`config.mk`:
```
export PLATFORM = sky130hd
export DESIGN_NAME = gcw_nbr_unit
export DESIGN_NICKNAME = d
export VERILOG_FILES = /design/src/hw/rtl/gcw_pkg.sv /design/src/hw/rtl/gcw_nbr_unit.sv
export SDC_FILE = /design/constraint.sdc
export NUM_CORES = 1
export LEC_CHECK = 0
export ABC_AREA = 1
export BUFFER_PORTS_ARGS = -buffer_cell sky130_fd_sc_hd__buf_4
export CAP_MARGIN = 20
export CORE_MARGIN = 1
export CORE_UTILIZATION = 40
export DETAILED_ROUTE_END_ITERATION = 6
export PLACE_DENSITY = 0.68
export SLEW_MARGIN = 20
export SYNTH_ARGS = -nofsm -noshare
export SYNTH_HDL_FRONTEND = slang
export SYNTH_SLANG_ARGS = --single-unit
```
`constraint.sdc`:
```
create_clock -name vclk -period 3.6
set_input_delay 0.54 -clock vclk [all_inputs]
set_output_delay 0.54 -clock vclk [all_outputs]
set_load 0.05 [all_outputs]
```
`src/hw/rtl/gcw_pkg.sv`:
```
// ----------------------------------------------------------------------------
// gcw_pkg: shared types and constants of the grid wall classifier
// Cell kind codes, configuration register indexes, count widths and the
// neighbour offset tables walked by the classify sequencer.
// ----------------------------------------------------------------------------
package gcw_pkg;

    localparam int KIND_W  = 2;
    localparam int COUNT_W = 5;
    localparam int STEP_W  = 5;
    localparam int CFG_IDX_W = 2;

    localparam logic [KIND_W-1:0] KIND_FREE     = 2'd0;
    localparam logic [KIND_W-1:0] KIND_OBSTACLE = 2'd1;
    localparam logic [KIND_W-1:0] KIND_WALL     = 2'd2;

    localparam logic [CFG_IDX_W-1:0] CFG_GRID_WIDTH  = 2'd0;
    localparam logic [CFG_IDX_W-1:0] CFG_GRID_HEIGHT = 2'd1;
    localparam logic [CFG_IDX_W-1:0] CFG_WALL_CUTOFF = 2'd2;
    localparam logic [CFG_IDX_W-1:0] CFG_NBR_MODE    = 2'd3;

    localparam logic [COUNT_W-1:0] CUTOFF_RESET = 5'd4;
    localparam int MAX_SIDE_DEFAULT = 64;

    localparam int CROSS_STEPS = 8;
    localparam int BOX_STEPS   = 24;
    localparam int CROSS_IDX_W = $clog2(CROSS_STEPS);

    typedef struct packed {
        logic signed [2:0] dc;
        logic signed [2:0] dr;
    } t_offset;

    // Cross: four arms, inner cell then outer cell of each arm.
    localparam logic signed [2:0] CROSS_DC [CROSS_STEPS] = '{
        3'sd1, 3'sd2, 3'sd0, 3'sd0, -3'sd1, -3'sd2, 3'sd0, 3'sd0
    };
    localparam logic signed [2:0] CROSS_DR [CROSS_STEPS] = '{
        3'sd0, 3'sd0, -3'sd1, -3'sd2, 3'sd0, 3'sd0, 3'sd1, 3'sd2
    };

    // Box: 5x5 around the centre, centre left out.
    localparam logic signed [2:0] BOX_DC [BOX_STEPS] = '{
        -3'sd2, -3'sd2, -3'sd2, -3'sd2, -3'sd2,
        -3'sd1, -3'sd1, -3'sd1, -3'sd1, -3'sd1,
        3'sd0, 3'sd0, 3'sd0, 3'sd0,
        3'sd1, 3'sd1, 3'sd1, 3'sd1, 3'sd1,
        3'sd2, 3'sd2, 3'sd2, 3'sd2, 3'sd2
    };
    localparam logic signed [2:0] BOX_DR [BOX_STEPS] = '{
        -3'sd2, -3'sd1, 3'sd0, 3'sd1, 3'sd2,
        -3'sd2, -3'sd1, 3'sd0, 3'sd1, 3'sd2,
        -3'sd2, -3'sd1, 3'sd1, 3'sd2,
        -3'sd2, -3'sd1, 3'sd0, 3'sd1, 3'sd2,
        -3'sd2, -3'sd1, 3'sd0, 3'sd1, 3'sd2
    };

    function automatic t_offset gcw_step_offset(input logic mode,
                                                input logic [STEP_W-1:0] step);
        t_offset o;
        if (mode) begin
            o.dc = BOX_DC[step];
            o.dr = BOX_DR[step];
        end else begin
            o.dc = CROSS_DC[step[CROSS_IDX_W-1:0]];
            o.dr = CROSS_DR[step[CROSS_IDX_W-1:0]];
        end
        return o;
    endfunction

endpackage

```
`src/hw/rtl/gcw_nbr_unit.sv`:
```
// ----------------------------------------------------------------------------
// gcw_nbr_unit: shared coordinate unit
// Adds an offset to the centre cell, checks the result against the grid in
// use and forms the linear store address.
// ----------------------------------------------------------------------------
module gcw_nbr_unit #(
    parameter int MAX_SIDE = 64
) (
    input  logic [$clog2(MAX_SIDE)-1:0]             i_col,
    input  logic [$clog2(MAX_SIDE)-1:0]             i_row,
    input  gcw_pkg::t_offset                        i_offset,
    input  logic [$clog2(MAX_SIDE+1)-1:0]           i_eff_width,
    input  logic [$clog2(MAX_SIDE+1)-1:0]           i_eff_height,
    output logic [$clog2(MAX_SIDE*MAX_SIDE)-1:0]    o_addr,
    output logic                                    o_inside
);
    import gcw_pkg::*;

    localparam int COORD_W = $clog2(MAX_SIDE);
    localparam int ADDR_W  = $clog2(MAX_SIDE*MAX_SIDE);
    localparam logic [ADDR_W-1:0] SIDE_A = ADDR_W'(MAX_SIDE);

    logic signed [COORD_W+1:0] nc;
    logic signed [COORD_W+1:0] nr;
    logic                      col_ok;
    logic                      row_ok;
    logic [ADDR_W-1:0]         row_base;

    assign nc = $signed({2'b00, i_col}) + (COORD_W+2)'(i_offset.dc);
    assign nr = $signed({2'b00, i_row}) + (COORD_W+2)'(i_offset.dr);

    assign col_ok = !nc[COORD_W+1] && (nc[COORD_W:0] < (COORD_W+1)'(i_eff_width));
    assign row_ok = !nr[COORD_W+1] && (nr[COORD_W:0] < (COORD_W+1)'(i_eff_height));
    assign o_inside = col_ok && row_ok;

    assign row_base = ADDR_W'(nr[COORD_W-1:0]) * SIDE_A;
    // out-of-grid neighbours point at entry zero; their data is ignored
    assign o_addr = o_inside ? (row_base + ADDR_W'(nc[COORD_W-1:0])) : '0;

endmodule
```
==> results by group <==
Status
  – Status: finished clean

Floorplanning
  – Core area: about 2300 µm²
  – Die Wd: approximately 52 µm
  – Initial core utilization: a little over two fifths
  – Row cnt: 17
  – IO Pins: between 40 and 50
  – DIE HEIGHT: between 50 and 60 µm
  – Die area: roughly 2700 µm²

STA
  – Min cycle time layout: between 3 and 4 ns
  – Fraction of the cycle the final worst path needs: between 90% and 100%
  – RSZ-0062 raised after global routing: yes
  – Final hold violations: 0
  – Final setup fails: 0
  – Final worst slack: 0.0949 ns
  – Max-slew headroom: a little over four fifths
  – Final Max Slew Viols: 0
  – Worst Tran Pin Value: between 0.2 and 0.25 ns
  – Maximum clock rate: 285 MHz

Yosys
  – Share of the synthesized area in the top cell type: between 30% and 40%
  – Syn avg cell area: a little over 6 µm²
  – Seq/Total Area, Yosys: 0%
  – Top cell type by total area after synthesis: ha_1
  – Distinct cell type count after synthesis: 18
  – YS warnings: 0
  – Syn_nets: about 220
  – Synth area leaders: ha_1, inv_1, nand2_1, nand3_1, nor2_2
  – Cells after synthesis: around 160
  – Synthesized area: roughly 1000 µm²
  – Most frequent cells after synthesis: inv_1, nand2_1, ha_1

Worst hold path
  – HP Class: in -> out

Finish
  – # fillers: between 150 and 200
  – FF+latch count: 0
  – Clkbuf count: 0
  – Post-layout util: between 70% and 80%
  – N_diodes: 0
  – Register area: 0 µm²
  – Area Growth Syn to Fin: 72.0%
  – Share of layout cells above drive strength 1: approximately half
  – Fin nets: approximately 280

Setup path
  – Crit start category: primary input
  – Crit Path Category: in -> out
  – Crit path max fanout: 6
  – Arrival time at the worst endpoint: between 2 and 3 ns
  – CP Data Required Time: slightly above 3 ns
  – Setup crit end kind: primary output

Global routing
  – Remaining Overflow, GRT: 0
  – First-pass GRT wire length: ~4.1 mm
  – Initial antenna violation count: 0
  – Largest net degree at the start of global routing: 10
  – Vias in the first global route: 1059
  – Total track usage: roughly a fifth

Routing
  – Number of remaining DRC errors: 0
  – Remaining antenna violation count: 0
  – Pre-antenna DRT Iters: 4
  – Via Count: about 1.2k
  – 1st-iter DRT viols: 16
  – Post-DR vias/cell: around 4.8
  – Routed WL: ~2.7 mm
  – Routed length per placed instance: around 11 µm

Flow run
  – Max-Cap Viols: 0

Place
  – GPL Wtd Cong: about 0.8
  – Pre-CTS setup slack: -0.0959 ns
  – I/O Buffers: 45
  – Detailed placement HPWL: ~2.1 mm

Pwr
  – Power per cell area: about 220 nW/µm²
  – Worst VDD drop: between 0.1 and 0.15 mV
  – P_leak: roughly 0.93 nW

Clocking
  – Post-CTS Hold Fix Bufs: 0
final cells by class:
cell class | instances | area, µm² | area share (%)
multi-input cells | 125 | 1060 | 61.6
repair buffers | 55 | 488 | 28.4
inverters | 36 | 135 | 7.88
well taps | 28 | 35.0 | 2.04
power breakdown:
group	switching (mW)	internal [mW]
sequential	0	0
clock	0	0
combinational	0.208	0.165
total	0.208	0.165
worst max-delay path, stage by stage:
cell      delay (ns)
buf_6           0.10
ha_4            0.15
fa_2            0.36
nand3_2         0.07
nand2_2         0.06
nand2_2         0.08
a21oi_2         0.06
o21bai_1        0.13
nand2_1         0.10
ha_4            0.26
a21oi_2         0.13
nand3_1         0.08
nor2_1          0.13
nand2_1         0.09
nor2_2          0.10
nand2_2         0.09
buf_8           0.16
nor2_4          0.12
buf_8           0.15
through the flow:
step	cell area, µm²	total power, mW	hold WS, ns	setup TNS, ns	cells
6_report	1720	0.373	1.58	0	244
5_1_grt	1720	0.408	1.61	-0.516	244
4_1_cts	1490	0.319	1.60	-0.0115	243
3_5_place_dp	1430	0.302	1.61	-0.909	243
3_3_place_gp	1430	0.294	1.60	-0.388	243
2_1_floorplan	997	0.202	1.46	-0.164	162
per-layer routing:
metal	wire length (µm)	GRT usage [%]	vias up
met2	1440	35.5	35
met4	0	0	0
li1	-	-	611
met5	0	0	-
met1	1190	25.0	535
met3	85	0	0
what timing repair did:
action,in CTS,in global routing
gates resized for setup,17,48
pin swaps,0,29
buffers inserted,0,1
endpoints found under the setup margin,12,13
cells in the final DEF, fill, tap and decap left out, drive strengths merged:
cell,instances
buf,55
nand2,37
inv,36
ha,26
nor2,21
nand3,12
a21oi,11
xor2,5
or2,4
o21bai,3
a21o,2
fa,2
o21ai,1
xnor2,1
path summary, 6_finish.rpt:
kind	startpoint	end	cells after the start
setup / recovery	i_offset[3]	o_addr[5]	19
hold / removal	i_offset[0]	o_addr[6]	5
logic make-up after synthesis:
family | after synthesis | synth area share, %
buffers and inverters | 37 | 14.7
adder cells (fa/ha/maj) | 28 | 36.6
AND/OR/NAND/NOR | 74 | 33.6
AO/OA/AOI/OAI | 17 | 9.79
XOR/XNOR | 6 | 5.27
Power figures use the tool's default switching activity.
